===== config.mk =====
export PLATFORM = sky130hd
export DESIGN_NAME = pulse_discriminator_deadtime
export DESIGN_NICKNAME = d
export VERILOG_FILES = /design/src/design/pdd_pkg.sv /design/src/design/pulse_discriminator_deadtime.sv
export SDC_FILE = /design/constraint.sdc
export NUM_CORES = 1
export LEC_CHECK = 0
export BUFFER_PORTS_ARGS = -buffer_cell sky130_fd_sc_hd__clkbuf_2
export CORE_MARGIN = 2
export CORE_UTILIZATION = 40
export CTS_CLUSTER_SIZE = 20
export DETAILED_ROUTE_END_ITERATION = 10
export GPL_TIMING_DRIVEN = 0
export PLACE_DENSITY_LB_ADDON = 0.2
export RECOVER_POWER = 25
export SLEW_MARGIN = 15
export SYNTH_ARGS = -nofsm -noshare
export SYNTH_HDL_FRONTEND = slang
export SYNTH_SLANG_ARGS = --single-unit

===== constraint.sdc =====
create_clock -name clk_i -period 4.2 [get_ports clk_i]
set_input_delay 0.42 -clock clk_i [delete_from_list [all_inputs] [get_ports clk_i]]
set_output_delay 0.42 -clock clk_i [all_outputs]
set_load 0.005 [all_outputs]

===== src/design/pdd_pkg.sv =====
// ----------------------------------------------------------------------------
// pdd_pkg: shared definitions for the pulse discriminator with dead time
// Register indexes, reset values, field widths and the result record.
// ----------------------------------------------------------------------------
package pdd_pkg;

  localparam int unsigned AmpW     = 16;
  localparam int unsigned CntW     = 16;
  localparam int unsigned CfgIdxW  = 2;
  localparam int unsigned CfgDataW = 16;
  localparam int unsigned OutDataW = 40;

  typedef enum logic [CfgIdxW-1:0] {
    CfgThreshold = 2'd0,
    CfgDead      = 2'd1,
    CfgWidth     = 2'd2,
    CfgUnused    = 2'd3
  } cfg_idx_e;

  localparam logic signed [AmpW-1:0] ThresholdReset = 16'sd0;
  localparam logic [CntW-1:0]        DeadReset      = 16'd5;
  localparam logic [CntW-1:0]        WidthReset     = 16'd10;
  localparam logic [CntW-1:0]        CntMax         = 16'hFFFF;

  typedef struct packed {
    logic [CntW-1:0] pulse_count;
    logic [CntW-1:0] start_interval;
    logic            pulse_start;
    logic            disc_level;
  } result_t;

endpackage


===== src/design/pulse_discriminator_deadtime.sv =====
// ----------------------------------------------------------------------------
// pulse_discriminator_deadtime: leading-edge discriminator with dead time
// Compares each sample with a threshold, enforces dead time and minimum
// output width, and reports pulse starts, start intervals and pulse counts.
// ----------------------------------------------------------------------------
// An accepted sample's result is registered in the output register.
// Throughput: one sample per cycle unless the output stalls; the state update is combinational.
// The input side is ready whenever the output register is empty or being taken.
// Reset: rst_ni clears the waveform state and the output valid flag, and loads
// the register reset values (threshold 0, dead time 5, width 10).
module pulse_discriminator_deadtime #(
  parameter int unsigned INDEX_BITS = 16
) (
  input  logic                            clk_i,
  input  logic                            rst_ni,
  // Configuration write channel.
  input  logic                            cfg_valid_i,
  output logic                            cfg_ready_o,
  input  logic [pdd_pkg::CfgIdxW-1:0]     cfg_index_i,
  input  logic [pdd_pkg::CfgDataW-1:0]    cfg_data_i,
  // Sample stream.
  input  logic                            s_axis_tvalid_i,
  output logic                            s_axis_tready_o,
  // Fields from bit 0: amplitude[15:0].
  input  logic [pdd_pkg::AmpW-1:0]        s_axis_tdata_i,
  // last_sample.
  input  logic                            s_axis_tlast_i,
  // Result stream.
  output logic                            m_axis_tvalid_o,
  input  logic                            m_axis_tready_i,
  // Fields from bit 0: disc_level[0], pulse_start[1], start_interval[17:2],
  // pulse_count[33:18], zero fill [39:34].
  output logic [pdd_pkg::OutDataW-1:0]    m_axis_tdata_o
);

  localparam int unsigned CmpW = (INDEX_BITS > 16) ? INDEX_BITS : 16;
  localparam logic [INDEX_BITS-1:0] IdxMax = {INDEX_BITS{1'b1}};

  logic signed [pdd_pkg::AmpW-1:0] threshold_q;
  logic [pdd_pkg::CntW-1:0]        dead_q;
  logic [pdd_pkg::CntW-1:0]        width_q;

  logic [INDEX_BITS-1:0] idx_q, idx_d;
  logic [INDEX_BITS-1:0] on_idx_q, on_idx_d;
  logic [INDEX_BITS-1:0] off_idx_q, off_idx_d;
  logic [INDEX_BITS-1:0] prev_q, prev_d;
  logic [pdd_pkg::CntW-1:0] count_q, count_d;
  logic on_q, on_d;
  logic on_seen_q, on_seen_d;
  logic off_seen_q, off_seen_d;

  logic                out_valid_q;
  pdd_pkg::result_t    res_q, res_d;

  logic            accept;
  logic            high;
  logic            dead_ok;
  logic            width_ok;
  logic            on_event;
  logic            off_event;
  logic [CmpW-1:0] since_off;
  logic [CmpW-1:0] since_on;
  logic [CmpW-1:0] since_start;
  logic [pdd_pkg::CntW-1:0] count_next;

  assign cfg_ready_o     = 1'b1;
  assign s_axis_tready_o = !out_valid_q || m_axis_tready_i;
  assign accept          = s_axis_tvalid_i && s_axis_tready_o;
  assign m_axis_tvalid_o = out_valid_q;
  assign m_axis_tdata_o  = {{(pdd_pkg::OutDataW - $bits(pdd_pkg::result_t)){1'b0}}, res_q};

  always_ff @(posedge clk_i or negedge rst_ni) begin
    if (!rst_ni) begin
      threshold_q <= pdd_pkg::ThresholdReset;
      dead_q      <= pdd_pkg::DeadReset;
      width_q     <= pdd_pkg::WidthReset;
    end else if (cfg_valid_i) begin
      unique case (pdd_pkg::cfg_idx_e'(cfg_index_i))
        pdd_pkg::CfgThreshold: threshold_q <= $signed(cfg_data_i);
        pdd_pkg::CfgDead:      dead_q      <= cfg_data_i;
        pdd_pkg::CfgWidth:     width_q     <= cfg_data_i;
        default: ;
      endcase
    end
  end

  always_comb begin
    since_off   = CmpW'(idx_q - off_idx_q);
    since_on    = CmpW'(idx_q - on_idx_q);
    since_start = CmpW'(idx_q - prev_q);
    high        = $signed(s_axis_tdata_i) >= threshold_q;
    dead_ok     = !off_seen_q || (since_off >= CmpW'(dead_q));
    width_ok    = !on_seen_q || (since_on >= CmpW'(width_q));
    on_event    = high && dead_ok && !on_q;
    off_event   = !high && width_ok && on_q;
    count_next  = (on_event && (count_q != pdd_pkg::CntMax)) ? count_q + 1'b1 : count_q;

    res_d.disc_level     = high ? dead_ok : !width_ok;
    res_d.pulse_start    = on_event;
    res_d.pulse_count    = count_next;
    res_d.start_interval = '0;
    if (on_event) begin
      res_d.start_interval = (since_start > CmpW'(pdd_pkg::CntMax)) ?
                             pdd_pkg::CntMax : since_start[pdd_pkg::CntW-1:0];
    end

    idx_d      = (idx_q != IdxMax) ? idx_q + 1'b1 : idx_q;
    on_d       = on_q;
    on_seen_d  = on_seen_q || on_event;
    off_seen_d = off_seen_q || off_event;
    on_idx_d   = on_event ? idx_q : on_idx_q;
    prev_d     = on_event ? idx_q : prev_q;
    off_idx_d  = off_event ? idx_q : off_idx_q;
    count_d    = count_next;
    if (high && dead_ok) begin
      on_d = 1'b1;
    end else if (!high && width_ok) begin
      on_d = 1'b0;
    end

    if (s_axis_tlast_i) begin
      idx_d      = '0;
      on_d       = 1'b0;
      on_seen_d  = 1'b0;
      off_seen_d = 1'b0;
      on_idx_d   = '0;
      off_idx_d  = '0;
      prev_d     = '0;
      count_d    = '0;
    end
  end

  always_ff @(posedge clk_i or negedge rst_ni) begin
    if (!rst_ni) begin
      idx_q      <= '0;
      on_idx_q   <= '0;
      off_idx_q  <= '0;
      prev_q     <= '0;
      count_q    <= '0;
      on_q       <= 1'b0;
      on_seen_q  <= 1'b0;
      off_seen_q <= 1'b0;
    end else if (accept) begin
      idx_q      <= idx_d;
      on_idx_q   <= on_idx_d;
      off_idx_q  <= off_idx_d;
      prev_q     <= prev_d;
      count_q    <= count_d;
      on_q       <= on_d;
      on_seen_q  <= on_seen_d;
      off_seen_q <= off_seen_d;
    end
  end

  always_ff @(posedge clk_i or negedge rst_ni) begin
    if (!rst_ni) begin
      out_valid_q <= 1'b0;
    end else if (accept) begin
      out_valid_q <= 1'b1;
    end else if (m_axis_tready_i) begin
      out_valid_q <= 1'b0;
    end
  end

  always_ff @(posedge clk_i) begin
    if (accept) begin
      res_q <= res_d;
    end
  end

endmodule


==> metrics, run 1 <==
Initial Util=0.411; Total Routing Usage GR=0.226; CP endpoint kind=flip-flop; Post-synth EDFFs=34; WP data arrival=4610 ps; die width=157 um; static leakage=5.34 nW; final WL=28000 um; area growth from synthesis to layout=29.7%; fraction of layout cells with a size suffix above 1=0.282; routed vias=8108; post-route antenna net violation count=0; Syn Inst Count=961; Core Area=22800 sq um; CP bufs+invs=5; die height=157 um; Fin. Hold Viols=0; Final WS setup=-158 ps; Worst-path clk slew=70 ps; clock tree sinks=150; H-tree depth=4; CP Max Fanout=4; synthesized area per cell=9.74 sq um; async set-or-reset flop fraction in the synthesized netlist=0.773; first-pass GRT wire length=43200 um; initial antenna violation count=0; power density over the cells=646 nW/um^2; Yosys cell types=64; Fmax achieved=229 MHz; post-route clock period utilization=1.04; CP max stage delay=390 ps; wire length per cell=19.4 um; post-synthesis sequential area ratio=0.420; max-cap violations=1; die area=24700 sq um; later-pin clock latency in the skew report=440 ps; post-synthesis register bit count=150; CTS Root Cell=clkbuf_16; vias in the first global route=7893; worst vdd ir=367 uV; Rel. slew slack=-1.33; Post-DP HPWL=18500 um; CTS Buf Count=17; worst path cell trace=inv_2, buf_12, ha_4, inv_2, fa_2, a211oi_4, o21ai_2, a311o_1, a21o_1, a21o_1, a31oi_1, xnor2_1, ha_1, o21a_1, o21ai_2, nand2_2, o2111ai_2, a21oi_2, o21ai_4, buf_4, buf_6, a32oi_1, o22ai_1; failing checks=capacitance limit, slew limit, setup timing; startpoint types=flip-flop; yosys warns=0; count leader, synth=dfrtp_1; Synth area leaders=dfrtp_1, edfxtp_1, ha_1; num rows=55; min-delay worst type=in -> reg; CP delay by family, top=compound AO/OA/AOI/OAI gates; Final Critical Period=4360 ps; CTS max path bufs=2; CP Class=reg -> reg; final setup fails=30; Synth area leader=dfrtp_1; largest net degree at the start of global routing=60; Port-buffer cells=75; diodes inserted=0; slew of the pin with the lowest slew margin=3490 ps; Yosys top cell area share=0.299; drt via density=5.63; most used flip-flop cell after synthesis=dfrtp_1; # DRC=0; final setup TNS=-1790 ps; Nets=1237; IO Pins=83; commonest cells in the netlist=dfrtp_1, inv_1, ha_1, nand2_1, nor2_1; gpl congestion=0.865; dpl cells=1356; Slowest-stage cell, CP=dfrtp_1; DRT iter0 DRCs=623; RSZ-0062 raised after global routing=true; Finished Layout Cells=1441; Worst Skew=16.0 ps; CTS tree=done; Req. time, crit path=4450 ps; Initial DRT Pass Iterations=6; area of the mapped netlist=9360 sq um; Slew Viols, Final=59; GRT Residual Overflow=0; status=complete, but fails checks
[stage by stage]
stage	power, W	setup WS, ps	area (sq um)	util	hold slack [ps]
floorplan	0.00398	5.12	9380	-	124
global placement	0.00476	-1300	10200	0.446	483
detailed placement	0.00480	-1220	10200	0.448	448
CTS	0.00718	-188	11600	0.510	184
global route	0.00831	-353	12100	0.533	217
finish	0.00784	-158	12100	0.533	194
[metal layers]
metal / up-vias / share of wire / GRT usage
met3: 53 / 0.063 / 0.0441
li1: 3788 / - / -
met4: 0 / 0.024 / 0.0817
met2: 288 / 0.47 / 0.363
met5: - / 0 / 0
met1: 3979 / 0.44 / 0.305
[where the power goes]
part / switching (W) / internal (W)
Clock: 0.000701 / 0.000801
Sequential: 0.000180 / 0.00182
Combinational: 0.00231 / 0.00203
Total: 0.00319 / 0.00465
[cell usage in the layout, fill, tap and decap left out, drive strengths merged, types with 6 or more instances in the layout]
cell type    n
xor2        22
nor3        19
buf         66
o21a        11
a22o        17
o21ai       44
or4         12
ha          80
xnor2       26
clkbuf     123
and2         7
mux2        35
o311ai      19
nand4       28
o211ai      14
nor2b       30
inv        100
a21o        17
conb         7
nand2       65
nand3       31
dfrtp      112
nor4         9
o31ai        6
and3        19
a22oi        6
edfxtp      34
or3          8
nor2        49
a21oi       38
nand2b      11
[flip-flops by register name, summed over array words and instances, names as in the netlist]
name,cells
count_q,16
dead_q,16
idx_q,16
m_axis_tdata_o,34
m_axis_tvalid_o,1
off_idx_q,16
off_seen_q,1
on_q,1
on_seen_q,1
prev_q,16
threshold_q,16
width_q,16
[worst reg2reg max path, stage by stage (launching register included)]
cell,delay (ps)
dfrtp_1,390
inv_2,80
buf_12,110
ha_4,130
inv_2,40
fa_2,380
a211oi_4,240
o21ai_2,110
a311o_1,310
a21o_1,170
a21o_1,160
a31oi_1,200
xnor2_1,110
ha_1,300
o21a_1,140
o21ai_2,70
nand2_2,100
o2111ai_2,160
a21oi_2,230
o21ai_4,110
buf_4,200
buf_6,120
a32oi_1,190
o22ai_1,130
[path summary, 6_finish.rpt]
path | start | endpoint | slack [ps] | cells after the start
setup / recovery | idx_q[0]$_DFFE_PN0P_ | on_q$_DFFE_PN0P_ | -160 | 23
hold / removal | s_axis_tvalid_i | m_axis_tvalid_o$_DFFE_PN0P_ | 190 | 2
setup reg to reg | idx_q[0]$_DFFE_PN0P_ | on_q$_DFFE_PN0P_ | -160 | 23
hold reg to reg | off_idx_q[9]$_DFFE_PN0P_ | off_idx_q[9]$_DFFE_PN0P_ | 500 | 1
max in group asynchronous | rst_ni | width_q[15]$_DFFE_PN0P_ | 520 | 2
min in group asynchronous | rst_ni | count_q[0]$_DFFE_PN0P_ | 1720 | 2
[kinds of logic (layout without fill, tap and decap cells)]
group | after synthesis | after routing | share of synthesized area
simple gates | 298 | 298 | 0.167
compound gates | 210 | 211 | 0.156
flops | 150 | 150 | 0.420
buf+inv | 136 | 297 | 0.0576
fa+ha+maj | 82 | 82 | 0.111
xor+xnor | 48 | 48 | 0.0449
mux | 35 | 35 | 0.0421
other cells | 2 | 7 | 0.000802
[area by class of cell]
cell class	count	area [sq um]
repair buffers	130	951
plain buffers	42	308
fillers	2047	10600
well taps	313	392
flip-flops and latches	150	3930
clock buffers	18	439
inverters	93	357
clock inverters	14	134
multi-input cells	681	5630
[timing repair]
action	4_1_cts	5_1_grt
pin swaps	50	61
endpoints found under the setup margin	85	85
resized for setup	146	74
endpoints found under the hold margin	40	0
gates cloned	2	5
hold buffers	1	0
setup buffers	37	21
Note: power is estimated with default switching activity, not from simulation.
==> run 2, diff against run 1 <==
--- a/config.mk
+++ b/config.mk
@@ -17,3 +17,4 @@
 export SYNTH_ARGS = -nofsm -noshare
 export SYNTH_HDL_FRONTEND = slang
 export SYNTH_SLANG_ARGS = --single-unit
+export TNS_END_PERCENT = 1
==> metrics, run 2 (same netlist as run 1, synthesis figures left out) <==
CP endpoint kind=flip-flop (unchanged); power density over the cells=614 nW/um^2 (was 646 nW/um^2); # DRC=0 (unchanged); Final Critical Period=4370 ps (was 4360 ps); Slew Viols, Final=59 (unchanged); status=complete, but fails checks (unchanged); logic gate share of total power=0.500 (was 0.553); final setup TNS=-3360 ps (was -1790 ps); sequential share of power=0.285 (was 0.255); Rel. slew slack=-1.32 (was -1.33); CTS tree=done (unchanged); post-route clock period utilization=1.04 (about the same); Initial Util=0.411 (unchanged); slew of the pin with the lowest slew margin=3480 ps (was 3490 ps); H-tree depth=4 (unchanged); Req. time, crit path=4390 ps (was 4450 ps); CP Max Fanout=10 (was 4); die width=157 um (unchanged); GRT Residual Overflow=0 (unchanged); Nets=1206 (was 1237); Post-DP Area=10200 sq um (unchanged); min-delay worst type=in -> reg (unchanged); CP Class=reg -> reg (unchanged); CP delay by family, top=compound AO/OA/AOI/OAI gates (unchanged); CP bufs+invs=1 (was 5); IO Pins=83 (unchanged); Fin. Hold Viols=0 (unchanged); failing checks=capacitance limit, slew limit, setup timing (unchanged); die area=24700 sq um (unchanged); max-cap violations=1 (unchanged); later-pin clock latency in the skew report=440 ps (about the same); final setup fails=47 (was 30); Final WS setup=-173 ps (was -158 ps); routed vias=7773 (was 8108); area growth from synthesis to layout=21.5% (was 29.7%); static leakage=5.01 nW (was 5.34 nW); Sw Share=0.405 (was 0.407); RSZ-0062 raised after global routing=true (unchanged); drt via density=5.51 (was 5.63); DRT iter0 DRCs=666 (was 623); final WL=26000 um (was 28000 um); CP max stage delay=490 ps (was 390 ps); Initial DRT Pass Iterations=5 (was 6); first-pass GRT wire length=41600 um (was 43200 um); largest net degree at the start of global routing=60 (unchanged); Post-DP HPWL=18500 um (unchanged); max FFs per register=34 (unchanged); Core Area=22800 sq um (unchanged); CTS Root Cell=clkbuf_16 (unchanged); vias in the first global route=7597 (was 7893); startpoint types=flip-flop (unchanged); fraction of layout cells with a size suffix above 1=0.222 (was 0.282); Worst-path clk slew=70 ps (about the same); Fmax achieved=229 MHz (about the same); Port-buffer cells=75 (unchanged); worst path cell trace=ha_1, nor2b_1, o31a_1, o31a_1, or3_1, a21oi_2, xnor2_1, ha_1, a21o_1, a21o_1, a21oi_2, nand2_1, a21oi_4, o31ai_4, clkbuf_8, nand4b_1, mux2_2 (was inv_2, buf_12, ha_4, inv_2, fa_2, a211oi_4, o21ai_2, a311o_1, a21o_1, a21o_1, a31oi_1, xnor2_1, ha_1, o21a_1, o21ai_2, nand2_2, o2111ai_2, a21oi_2, o21ai_4, buf_4, buf_6, a32oi_1, o22ai_1); most common cell after layout, fill and taps aside=dfrtp_1 (unchanged); Internal=0.00416 W (was 0.00465 W); die height=157 um (unchanged); Total Routing Usage GR=0.217 (was 0.226); CTS max path bufs=2 (unchanged); clock tree sinks=150 (unchanged); Sw Pwr=0.00283 W (was 0.00319 W); Worst Skew=16.6 ps (was 16.0 ps); gpl congestion=0.865 (unchanged); worst vdd ir=340 uV (was 367 uV); most frequent cells in the layout=dfrtp_1, inv_1, ha_1, clkbuf_2, nand2_1 (was dfrtp_1, inv_1, clkbuf_2, ha_1, nand2_1); diodes inserted=0 (unchanged); wire length per cell=18.4 um (was 19.4 um); post-route antenna net violation count=0 (unchanged); initial antenna violation count=0 (unchanged); WP data arrival=4560 ps (was 4610 ps); clock network power share=0.215 (was 0.192); CTS Buf Count=17 (unchanged); num rows=55 (unchanged); Slowest-stage cell, CP=dfrtp_2 (was dfrtp_1); Design Area, Final=11400 sq um (was 12100 sq um)
-- run 2: changes by cell type in the layout (fill, tap and decap cells not counted), moves of 6 or more --
cell	previous run	this run
o21ai_1	7	1
buf_4	35	24
o311ai_4	7	0
buf_6	18	4
o21ai_0	32	39
-- run 2: path summary, 6_finish.rpt --
| check | endpoint | from | slack [ps] | cells past startpoint |
|---|---|---|---|---|
| min | m_axis_tvalid_o$_DFFE_PN0P_ | s_axis_tvalid_i | 200 | 2 |
| max | m_axis_tdata_o[32]$_DFFE_PP_ | idx_q[1]$_DFFE_PN0P_ | -170 | 17 |
| min reg2reg | off_idx_q[9]$_DFFE_PN0P_ | off_idx_q[9]$_DFFE_PN0P_ | 500 | 1 |
| max reg2reg | m_axis_tdata_o[32]$_DFFE_PP_ | idx_q[1]$_DFFE_PN0P_ | -170 | 17 |
| min in group asynchronous | count_q[0]$_DFFE_PN0P_ | rst_ni | 1720 | 2 |
| max in group asynchronous | width_q[15]$_DFFE_PN0P_ | rst_ni | 530 | 2 |
-- run 2: layer usage --
| metal | global-route usage | vias to the layer above | wire length, um |
|---|---|---|---|
| met2 | 0.348 | 235 | 12000 |
| met1 | 0.303 | 3797 | 12200 |
| met4 | 0.0647 | 0 | 410 |
| met5 | 0 | - | 0 |
| met3 | 0.0363 | 33 | 1410 |
| li1 | - | 3708 | - |
-- run 2: metrics by stage --
| step | std cells | total power [W] | hold WS (ps) | worst slack, ps | util |
|---|---|---|---|---|---|
| finish | 1410 | 0.00699 | 196 | -173 | 0.499 |
| global route | 1410 | 0.00748 | 217 | -307 | 0.499 |
| CTS | 1395 | 0.00667 | 184 | -180 | 0.486 |
| detailed placement | 1356 | 0.00480 | 448 | -1220 | 0.448 |
| global placement | 1354 | 0.00476 | 483 | -1300 | 0.446 |
| floorplan | 966 | 0.00398 | 124 | 5.12 | - |
-- run 2: cell type report --
type	count	area, sq um
multi-input cells	680	5240
clock buffers	18	439
clock inverters	14	134
flip-flops and latches	150	3930
well taps	313	392
repair buffers	100	631
fillers	2131	11400
plain buffers	42	262
inverters	93	349
-- run 2: repair_timing --
action | in CTS | in global routing
resized for setup | 76 | 38
pin swaps | 15 | 22
cloned | 0 | 2
buffers inserted | 8 | 13
hold buffers | 1 | 0
setup endpoints to repair | 85 | 84
hold endpoints to repair | 40 | 0
-- run 2: power by group through the flow --
stage               Clock, W  Sequential, W  Combinational (W)
floorplan                  0        0.00197            0.00201
global placement           0        0.00200            0.00276
detailed placement         0        0.00201            0.00279
CTS                  0.00153        0.00199            0.00315
global route         0.00158        0.00202            0.00387
finish               0.00150        0.00199            0.00349
